$ cat config.mk
export PLATFORM = sky130hd
export DESIGN_NAME = terminal_escape_sequence_encoder_core
export DESIGN_NICKNAME = d
export VERILOG_FILES = /design/src/hw/rtl/tesenc_pkg.sv /design/src/hw/rtl/tesenc_datapath.sv /design/src/hw/rtl/tesenc_controller.sv /design/src/hw/rtl/terminal_escape_sequence_encoder_core.sv
export SDC_FILE = /design/constraint.sdc
export NUM_CORES = 1
export LEC_CHECK = 0
export ABC_CLOCK_PERIOD_IN_PS = 2810
export BUFFER_PORTS_ARGS = -buffer_cell sky130_fd_sc_hd__buf_2
export CORE_ASPECT_RATIO = 2
export CORE_UTILIZATION = 60
export DETAILED_ROUTE_END_ITERATION = 16
export PLACE_DENSITY = 0.9
export SKIP_CTS_REPAIR_TIMING = 1
export SLEW_MARGIN = 20
export SYNTH_ARGS = -nofsm -noshare
export SYNTH_HDL_FRONTEND = slang
export SYNTH_SLANG_ARGS = --single-unit
$ cat constraint.sdc
create_clock -name clock -period 2.81 [get_ports clock]
set_input_delay 0 -clock clock [delete_from_list [all_inputs] [get_ports clock]]
set_output_delay 0 -clock clock [all_outputs]
set_load 0.05 [all_outputs]
$ cat src/hw/rtl/tesenc_pkg.sv
// Shared types, constants and codes for the terminal escape sequence encoder.
// Used by the controller, the datapath and the top level; depends on nothing.

package tesenc_pkg;

   // Width of each count before conversion, and the decimal digits it can need.
   localparam int VALUE_BITS = 16;
   localparam int FIELD_BITS = 16;
   localparam int DIGITS_MAX = ((VALUE_BITS * 1233) >> 12) + 1;
   localparam int BCD_BITS   = DIGITS_MAX * 4;
   localparam int DIG_IDX_W  = $clog2(DIGITS_MAX);
   localparam int CNT_W      = $clog2(VALUE_BITS);

   // ASCII bytes of the sequences.
   localparam logic [7:0] CH_ESC   = 8'd27;
   localparam logic [7:0] CH_CSI   = 8'h5B;
   localparam logic [7:0] CH_SEMI  = 8'h3B;
   localparam logic [7:0] CH_H     = 8'h48;
   localparam logic [7:0] CH_J     = 8'h4A;
   localparam logic [7:0] CH_X     = 8'h58;
   localparam logic [7:0] CH_D     = 8'h44;
   localparam logic [7:0] CH_AT    = 8'h40;
   localparam logic [7:0] CH_SEVEN = 8'h37;
   localparam logic [7:0] CH_EIGHT = 8'h38;
   localparam logic [7:0] CH_TWO   = 8'h32;
   localparam logic [7:0] CH_ZERO  = 8'h30;

   // Command codes; the remaining code carries no command.
   typedef enum logic [2:0] {
      OP_SAVE    = 3'd0,
      OP_RESTORE = 3'd1,
      OP_SET_POS = 3'd2,
      OP_ERASE   = 3'd3,
      OP_CLEAR   = 3'd4,
      OP_BACK    = 3'd5,
      OP_INSERT  = 3'd6
   } op_type;

   // Controller states.
   typedef enum logic [3:0] {
      ST_IDLE,
      ST_CONV,
      ST_ESC,
      ST_INTRO,
      ST_CLR,
      ST_NUM_A,
      ST_SEP,
      ST_NUM_B,
      ST_FINAL
   } state_type;

   // Source of the byte loaded into the output register.
   typedef enum logic [2:0] {
      SEL_ESC,
      SEL_INTRO,
      SEL_TWO,
      SEL_DIGIT_A,
      SEL_SEMI,
      SEL_DIGIT_B,
      SEL_FINAL
   } byte_sel_type;

   typedef struct packed {
      logic [2:0]            op;
      logic [FIELD_BITS-1:0] first_value;
      logic [FIELD_BITS-1:0] second_value;
   } req_type;

   typedef struct packed {
      logic [7:0] out_byte;
      logic       last;
   } rsp_type;

   // Controller to datapath.
   typedef struct packed {
      logic         capture;
      logic         conv_step;
      logic         ptr_load;
      logic         dec_a;
      logic         dec_b;
      logic         load;
      logic         last;
      byte_sel_type sel;
   } cmd_type;

   // Datapath to controller.
   typedef struct packed {
      logic [2:0] op;
      logic       conv_last;
      logic       a_done;
      logic       b_done;
   } status_type;

endpackage

$ cat src/hw/rtl/tesenc_datapath.sv
// Datapath of the escape sequence encoder: command register, two shift-add-3
// binary to decimal converters, digit pointers and the output beat register.
// Depends on tesenc_pkg.

module tesenc_datapath
   import tesenc_pkg::*;
(
   input  logic       clock,
   input  logic       reset,
   input  req_type    req_data,
   input  cmd_type    cmd,
   output status_type status,
   output rsp_type    rsp_data
);

   logic [2:0]            op_ff, op_in;
   logic [VALUE_BITS-1:0] bin_a_ff, bin_a_in, bin_b_ff, bin_b_in;
   logic [BCD_BITS-1:0]   bcd_a_ff, bcd_a_in, bcd_b_ff, bcd_b_in;
   logic [CNT_W-1:0]      cnt_ff, cnt_in;
   logic [DIG_IDX_W-1:0]  ptr_a_ff, ptr_a_in, ptr_b_ff, ptr_b_in;
   logic [DIG_IDX_W-1:0]  lead_a, lead_b;
   rsp_type               rsp_ff, rsp_in;
   logic [7:0]            intro_byte, final_byte, digit_a_byte, digit_b_byte;

   // One shift-add-3 step: correct every digit of five or more, then shift.
   function automatic logic [BCD_BITS-1:0] dabble(input logic [BCD_BITS-1:0] bcd,
                                                  input logic              bit_in);
      logic [BCD_BITS-1:0] adj;
      adj = bcd;
      for (int i = 0; i < DIGITS_MAX; i++) begin
         if (bcd[4*i +: 4] >= 4'd5) begin
            adj[4*i +: 4] = bcd[4*i +: 4] + 4'd3;
         end
      end
      return {adj[BCD_BITS-2:0], bit_in};
   endfunction

   // Position of the most significant non-zero digit, or zero for a zero value.
   function automatic logic [DIG_IDX_W-1:0] lead_digit(input logic [BCD_BITS-1:0] bcd);
      logic [DIG_IDX_W-1:0] idx;
      idx = '0;
      for (int i = 0; i < DIGITS_MAX; i++) begin
         if (bcd[4*i +: 4] != 4'd0) begin
            idx = DIG_IDX_W'(i);
         end
      end
      return idx;
   endfunction

   // Conversion and command capture.
   always_comb begin
      op_in    = op_ff;
      bin_a_in = bin_a_ff;
      bin_b_in = bin_b_ff;
      bcd_a_in = bcd_a_ff;
      bcd_b_in = bcd_b_ff;
      cnt_in   = cnt_ff;
      if (cmd.capture) begin
         op_in    = req_data.op;
         bin_a_in = req_data.first_value[VALUE_BITS-1:0];
         bin_b_in = req_data.second_value[VALUE_BITS-1:0];
         bcd_a_in = '0;
         bcd_b_in = '0;
         cnt_in   = CNT_W'(VALUE_BITS - 1);
      end else if (cmd.conv_step) begin
         bcd_a_in = dabble(bcd_a_ff, bin_a_ff[VALUE_BITS-1]);
         bcd_b_in = dabble(bcd_b_ff, bin_b_ff[VALUE_BITS-1]);
         bin_a_in = {bin_a_ff[VALUE_BITS-2:0], 1'b0};
         bin_b_in = {bin_b_ff[VALUE_BITS-2:0], 1'b0};
         cnt_in   = cnt_ff - 1'b1;
      end
   end

   // Digit pointers walk from the leading digit down to the units.
   assign lead_a = lead_digit(bcd_a_ff);
   assign lead_b = lead_digit(bcd_b_ff);

   always_comb begin
      ptr_a_in = ptr_a_ff;
      ptr_b_in = ptr_b_ff;
      if (cmd.ptr_load) begin
         ptr_a_in = lead_a;
         ptr_b_in = lead_b;
      end else begin
         if (cmd.dec_a) begin
            ptr_a_in = ptr_a_ff - 1'b1;
         end
         if (cmd.dec_b) begin
            ptr_b_in = ptr_b_ff - 1'b1;
         end
      end
   end

   // Bytes that depend on the command.
   always_comb begin
      unique case (op_ff)
         OP_SAVE:    intro_byte = CH_SEVEN;
         OP_RESTORE: intro_byte = CH_EIGHT;
         default:    intro_byte = CH_CSI;
      endcase
   end

   always_comb begin
      unique case (op_ff)
         OP_SET_POS: final_byte = CH_H;
         OP_ERASE:   final_byte = CH_X;
         OP_CLEAR:   final_byte = CH_J;
         OP_BACK:    final_byte = CH_D;
         default:    final_byte = CH_AT;
      endcase
   end

   assign digit_a_byte = CH_ZERO | {4'd0, bcd_a_ff[4*ptr_a_ff +: 4]};
   assign digit_b_byte = CH_ZERO | {4'd0, bcd_b_ff[4*ptr_b_ff +: 4]};

   // Output beat register.
   always_comb begin
      rsp_in = rsp_ff;
      if (cmd.load) begin
         rsp_in.last = cmd.last;
         unique case (cmd.sel)
            SEL_ESC:     rsp_in.out_byte = CH_ESC;
            SEL_INTRO:   rsp_in.out_byte = intro_byte;
            SEL_TWO:     rsp_in.out_byte = CH_TWO;
            SEL_DIGIT_A: rsp_in.out_byte = digit_a_byte;
            SEL_SEMI:    rsp_in.out_byte = CH_SEMI;
            SEL_DIGIT_B: rsp_in.out_byte = digit_b_byte;
            default:     rsp_in.out_byte = final_byte;
         endcase
      end
   end

   // Counter is control state; the rest is payload.
   always_ff @(posedge clock) begin
      if (reset) begin
         cnt_ff <= '0;
      end else begin
         cnt_ff <= cnt_in;
      end
   end

   always_ff @(posedge clock) begin
      op_ff    <= op_in;
      bin_a_ff <= bin_a_in;
      bin_b_ff <= bin_b_in;
      bcd_a_ff <= bcd_a_in;
      bcd_b_ff <= bcd_b_in;
      ptr_a_ff <= ptr_a_in;
      ptr_b_ff <= ptr_b_in;
      rsp_ff   <= rsp_in;
   end

   assign status.op        = op_ff;
   assign status.conv_last = (cnt_ff == '0);
   assign status.a_done    = (ptr_a_ff == '0);
   assign status.b_done    = (ptr_b_ff == '0);
   assign rsp_data         = rsp_ff;

endmodule

$ cat src/hw/rtl/tesenc_controller.sv
// Controller of the escape sequence encoder: sequences conversion and byte
// emission, and owns the output valid flag. Depends on tesenc_pkg.

module tesenc_controller
   import tesenc_pkg::*;
(
   input  logic       clock,
   input  logic       reset,
   input  logic       req_valid,
   input  logic [2:0] req_op,
   output logic       req_stall,
   output logic       rsp_valid,
   input  logic       rsp_stall,
   input  status_type status,
   output cmd_type    cmd
);

   state_type state_ff, state_in;
   logic      rsp_valid_ff, rsp_valid_in;
   logic      go;
   logic      req_known, req_has_num, op_has_num, op_short;

   // The output register can take a beat when empty or being emptied.
   assign go = !rsp_valid_ff || !rsp_stall;

   assign req_known   = (req_op <= OP_INSERT);
   assign req_has_num = (req_op == OP_SET_POS) || (req_op == OP_ERASE) ||
                        (req_op == OP_BACK) || (req_op == OP_INSERT);
   assign op_has_num  = (status.op == OP_SET_POS) || (status.op == OP_ERASE) ||
                        (status.op == OP_BACK) || (status.op == OP_INSERT);
   assign op_short    = (status.op == OP_SAVE) || (status.op == OP_RESTORE);

   // Next state and commands.
   always_comb begin
      state_in  = state_ff;
      cmd       = '0;
      cmd.sel   = SEL_ESC;
      req_stall = 1'b1;
      unique case (state_ff)
         ST_IDLE: begin
            req_stall = 1'b0;
            if (req_valid && req_known) begin
               cmd.capture = 1'b1;
               state_in    = req_has_num ? ST_CONV : ST_ESC;
            end
         end
         ST_CONV: begin
            cmd.conv_step = 1'b1;
            if (status.conv_last) begin
               state_in = ST_ESC;
            end
         end
         ST_ESC: begin
            cmd.ptr_load = 1'b1;
            cmd.sel      = SEL_ESC;
            cmd.load     = go;
            if (go) begin
               state_in = ST_INTRO;
            end
         end
         ST_INTRO: begin
            cmd.sel  = SEL_INTRO;
            cmd.last = op_short;
            cmd.load = go;
            if (go) begin
               if (op_short) begin
                  state_in = ST_IDLE;
               end else if (op_has_num) begin
                  state_in = ST_NUM_A;
               end else begin
                  state_in = ST_CLR;
               end
            end
         end
         ST_CLR: begin
            cmd.sel  = SEL_TWO;
            cmd.load = go;
            if (go) begin
               state_in = ST_FINAL;
            end
         end
         ST_NUM_A: begin
            cmd.sel   = SEL_DIGIT_A;
            cmd.load  = go;
            cmd.dec_a = go && !status.a_done;
            if (go && status.a_done) begin
               state_in = (status.op == OP_SET_POS) ? ST_SEP : ST_FINAL;
            end
         end
         ST_SEP: begin
            cmd.sel  = SEL_SEMI;
            cmd.load = go;
            if (go) begin
               state_in = ST_NUM_B;
            end
         end
         ST_NUM_B: begin
            cmd.sel   = SEL_DIGIT_B;
            cmd.load  = go;
            cmd.dec_b = go && !status.b_done;
            if (go && status.b_done) begin
               state_in = ST_FINAL;
            end
         end
         ST_FINAL: begin
            cmd.sel  = SEL_FINAL;
            cmd.last = 1'b1;
            cmd.load = go;
            if (go) begin
               state_in = ST_IDLE;
            end
         end
         default: begin
            state_in = ST_IDLE;
         end
      endcase
   end

   // The valid flag stays while the beat is stalled and is set by each load.
   assign rsp_valid_in = cmd.load || (rsp_valid_ff && rsp_stall);

   always_ff @(posedge clock) begin
      if (reset) begin
         state_ff     <= ST_IDLE;
         rsp_valid_ff <= 1'b0;
      end else begin
         state_ff     <= state_in;
         rsp_valid_ff <= rsp_valid_in;
      end
   end

   assign rsp_valid = rsp_valid_ff;

   // A closing beat always returns the controller to idle.
   assert property (@(posedge clock) disable iff (reset)
      (cmd.load && cmd.last) |=> (state_ff == ST_IDLE))
      else $error("closing beat did not return to idle");

   // No beat is loaded while the converters are running.
   assert property (@(posedge clock) disable iff (reset)
      (state_ff == ST_CONV) |-> !cmd.load)
      else $error("beat loaded during conversion");

   // Only count-bearing commands reach the digit states.
   assert property (@(posedge clock) disable iff (reset)
      ((state_ff == ST_NUM_A) || (state_ff == ST_NUM_B)) |-> op_has_num)
      else $error("digit state reached by a command without a count");

   // An unknown command code is dropped and leaves the controller idle.
   assert property (@(posedge clock) disable iff (reset)
      ((state_ff == ST_IDLE) && req_valid && !req_known) |=> (state_ff == ST_IDLE))
      else $error("unknown command code was not dropped");

endmodule

$ cat src/hw/rtl/terminal_escape_sequence_encoder_core.sv
// Channel  Direction  Payload   Handshake
// req      in         req_type  req_valid / req_stall
// rsp      out        rsp_type  rsp_valid / rsp_stall
//
// One command is taken at a time. A command with a count first passes through
// the shift-add-3 converters (both counts in parallel), then emits one byte a
// cycle while the output is not stalled; save, restore and clear screen skip
// the conversion. An unknown code is taken and gives no bytes. Reset is
// synchronous and empties the output register; a stalled beat holds while the
// next command may still be taken.
// Top level: joins the controller and the datapath. Depends on tesenc_pkg,
// tesenc_controller and tesenc_datapath.

module terminal_escape_sequence_encoder_core
   import tesenc_pkg::*;
(
   input  logic    clock,
   input  logic    reset,
   input  logic    req_valid,
   output logic    req_stall,
   input  req_type req_data,
   output logic    rsp_valid,
   input  logic    rsp_stall,
   output rsp_type rsp_data
);

   cmd_type    cmd;
   status_type status;

   // Sequencing.
   tesenc_controller u_controller (
      .clock     (clock),
      .reset     (reset),
      .req_valid (req_valid),
      .req_op    (req_data.op),
      .req_stall (req_stall),
      .rsp_valid (rsp_valid),
      .rsp_stall (rsp_stall),
      .status    (status),
      .cmd       (cmd)
   );

   // Conversion and byte generation.
   tesenc_datapath u_datapath (
      .clock    (clock),
      .reset    (reset),
      .req_data (req_data),
      .cmd      (cmd),
      .status   (status),
      .rsp_data (rsp_data)
   );

endmodule
==> run metrics <==
vias in the first global route between 4k and 5k; sw frac around 38%; Tmin final approximately 2.2 ns; largest net degree at the start of global routing between 60 and 70; FF+latch count, synth just under 100; Yosys top cell area share a little over a quarter; Ports 50; DRT Pass-1 Iters 5; Avg Inst Size Synth between 8 and 9 µm²; Clk Latency, worst-skew pair around 0.35 ns; CTS Root Cell clkbuf_16; Yosys warning total 0; multiplexer area fraction after synthesis 3.497%; setup_tns 0 ns; Synth Area in Simple Gates roughly 22%; initial antenna violation count 0; HPWL Detailed 8.707 mm; clock share of power 21.3%; fin. max-slew vios 0; RR Endpoint u_controller.state_ff[0]$_SDFFE_PP0P_; core area a little under 0.009 mm²; Total Wirelength approximately 14 mm; sequential-to-total area share from yosys stat 45.09%; clock slew at reported path FFs roughly 0.060 ns; H-tree depth 3; post-synthesis xor/xnor area fraction 2.738%; max-cap violations 0; Antenna Cells 0; Synth Net Count around 680; Flop pwr share 44.3%; Inserted Clock Buffers 9; Die X approximately 70 µm; top area cells in the synthesized netlist edfxtp_1 27%, dfxtp_1 18%, nand2_1 9.8%, ha_1 5.8%, a21oi_1 4.7%; instance count of the mapped netlist roughly 600; Max Buffers Root-to-Sink 2; largest fanout on the critical path 11; Die Span Y about 140 µm; status completed; worst vdd ir approximately 0.68 mV; Worst Tran Pin Value about 0.75 ns; placer congestion estimate 0.9727; Reg-to-Reg Start u_datapath.ptr_b_ff[0]$_DFFE_PP_; gr usage total between 20% and 30%; cell area power density ~900 mW/mm²; Fin. Hold Viols 0; Detail Route Antenna Nets 0; Initial DRC Count between 500 and 600; Area Overhead vs Synth 16.70%; Layout Nets approximately 750; share of cells above drive strength 1 between 10% and 20%; Final Core Density 72.89%; area of the die 0.009473 mm²; CP Class flop to flop; Worst Path Arrival 2.42 ns; # fillers around 570; Initial Util a little over three fifths; number of flops mapped to enable cells by yosys between 40 and 50; Internal Power between 3 and 4 mW; DR vias/cell 6.151; Synth Area in Adders under 10%; number of remaining DRC errors 0; Critical Path End u_controller.state_ff[0]$_SDFFE_PP0P_; via count roughly 4.8k; post-synth top area cell edfxtp_1; Most used DFF post-synth edfxtp_1; Max-slew headroom about 50%; Port Buffers 48; FMAX around 460 MHz; routed wire length per instance about 17 µm; fin crit share 77.95%; row count 48; switching power around 2.1 mW; Worst Skew ~0.0083 ns; post-synth cell types just under 60; largest family of logic cells by synthesized area simple AND/OR/NAND/NOR gates; # setup viols final 0; Setup crit start u_datapath.ptr_b_ff[0]$_DFFE_PP_; first-pass GRT wire length roughly 20 mm; startpoint types flop; Leak Pwr ~2.6 nW; worst min-delay path class primary input to flop; FF-to-FF setup slack 0.62 ns; combinational share of power between 30% and 40%; WP data required around 3 ns; RSZ-0062 raised after global routing no; CTS tree built; Remaining Overflow, GRT 0; Compound-Gate Fraction of Synth Area between 15 and 20%; clock sinks 98; Async SR Flop Fraction 0%; Mapped Area 0.005439 mm²; crit path capture type flop; R2R depth 7
==> per-layer routing <==
| layer | up-vias | wire, µm | GRT usage (%) |
|---|---|---|---|
| met5 | - | 0 | 0 |
| li1 | 2269 | - | - |
| met1 | 2279 | 4703 | 25.62 |
| met4 | 0 | 802 | 16.78 |
| met3 | 71 | 685 | 4.713 |
| met2 | 228 | 7534 | 50.43 |
==> power by group through the flow <==
stage	Clock (mW)	Combinational (mW)	Sequential (mW)
after global placement	0	1.71	2.43
after global routing	1.24	2.07	2.51
after CTS	1.18	1.81	2.43
final	1.19	1.92	2.46
after floorplan	0	1.43	2.36
after detailed placement	0	1.79	2.46
==> logic make-up after synthesis <==
kind of cell / count (synthesis)
AO/OA/AOI/OAI: 138
XOR/XNOR: 17
adder cells (fa/ha/maj): 25
buffers and inverters: 67
flip-flops: 98
multiplexers: 14
other: 1
AND/OR/NAND/NOR: 254
==> worst min path at each step <==
stage | from | end | cells after the start
after floorplan | req_data[32] | u_datapath.op_ff[0]$_DFFE_PP_ | 0
after global placement | req_data[34] | u_datapath.op_ff[2]$_DFFE_PP_ | 1
after detailed placement | req_data[34] | u_datapath.op_ff[2]$_DFFE_PP_ | 1
after CTS | req_data[34] | u_datapath.op_ff[2]$_DFFE_PP_ | 1
after global routing | rsp_stall | u_controller.rsp_valid$_SDFF_PP0_ | 3
final | rsp_stall | u_controller.rsp_valid$_SDFF_PP0_ | 3
==> cells in the final DEF (no fill, tap or decap), types with 7 or more instances in the layout <==
master and count:
xnor2_1 11, ha_1 25, buf_2 48, o211ai_1 7
a21oi_1 51, dfxtp_1 49, mux2i_1 10, buf_4 8
nand2_1 142, inv_1 31, nand2b_1 14, nor3b_1 11
nand3_1 15, o22ai_1 23, clkbuf_16 9, nor2_1 41
nor3_1 10, dlygate4sd3_1 36, edfxtp_1 49, o21ai_0 28
==> metrics by stage <==
step / cell area (µm²) / hold slack, ns / total power [mW] / setup WS [ns] / std cells
floorplan: 5439 / 0.09887 / 3.794 / 0.6833 / 614
global placement: 5704 / 0.2125 / 4.146 / 0.7424 / 736
detailed placement: 5704 / 0.2201 / 4.248 / 0.7091 / 736
CTS: 5987 / -0.1334 / 5.415 / 0.6440 / 752
global route: 6347 / 0.09544 / 5.821 / 0.4911 / 788
finish: 6347 / 0.07195 / 5.565 / 0.6197 / 788
==> layout make-up <==
type                    instances  area, µm²  area share, %
flip-flops and latches         98       2452          38.64
inverters                      32      120.1          1.892
multi-input cells             449       2686          42.32
well taps                     100      125.1          1.971
repair buffers                 93      680.7          10.72
clock buffers                  13      270.3          4.258
clock inverters                 3      12.51         0.1971
==> sequential cells by signal, summed over array words and instances (netlist names) <==
register                flops
u_datapath.bcd_a_ff        20
u_datapath.bcd_b_ff        20
u_datapath.bin_a_ff        16
u_datapath.bin_b_ff        16
u_datapath.rsp_data         8
u_controller.state_ff       4
u_datapath.cnt_ff           4
u_datapath.op_ff            3
u_datapath.ptr_a_ff         3
u_datapath.ptr_b_ff         3
u_controller.rsp_valid      1
==> synthesized netlist by cell type, types with 10 or more instances <==
library cell,instances
o21ai_0,28
nand3_1,15
edfxtp_1,49
nor3_1,11
nor2_1,41
xnor2_1,11
clkbuf_1,15
a21oi_1,51
nor3b_1,11
mux2i_1,10
ha_1,25
inv_1,31
buf_2,10
o22ai_1,23
nand2b_1,14
dfxtp_1,49
nand2_1,142
==> critical path, stage by stage, from the launching register on <==
cell	delay, ns
edfxtp_1	0.61
inv_1	0.21
ha_1	0.20
nor2b_1	0.21
o22ai_2	0.13
nor4b_4	0.42
mux2i_1	0.25
nor2_1	0.05
Power figures use the tool's default switching activity.
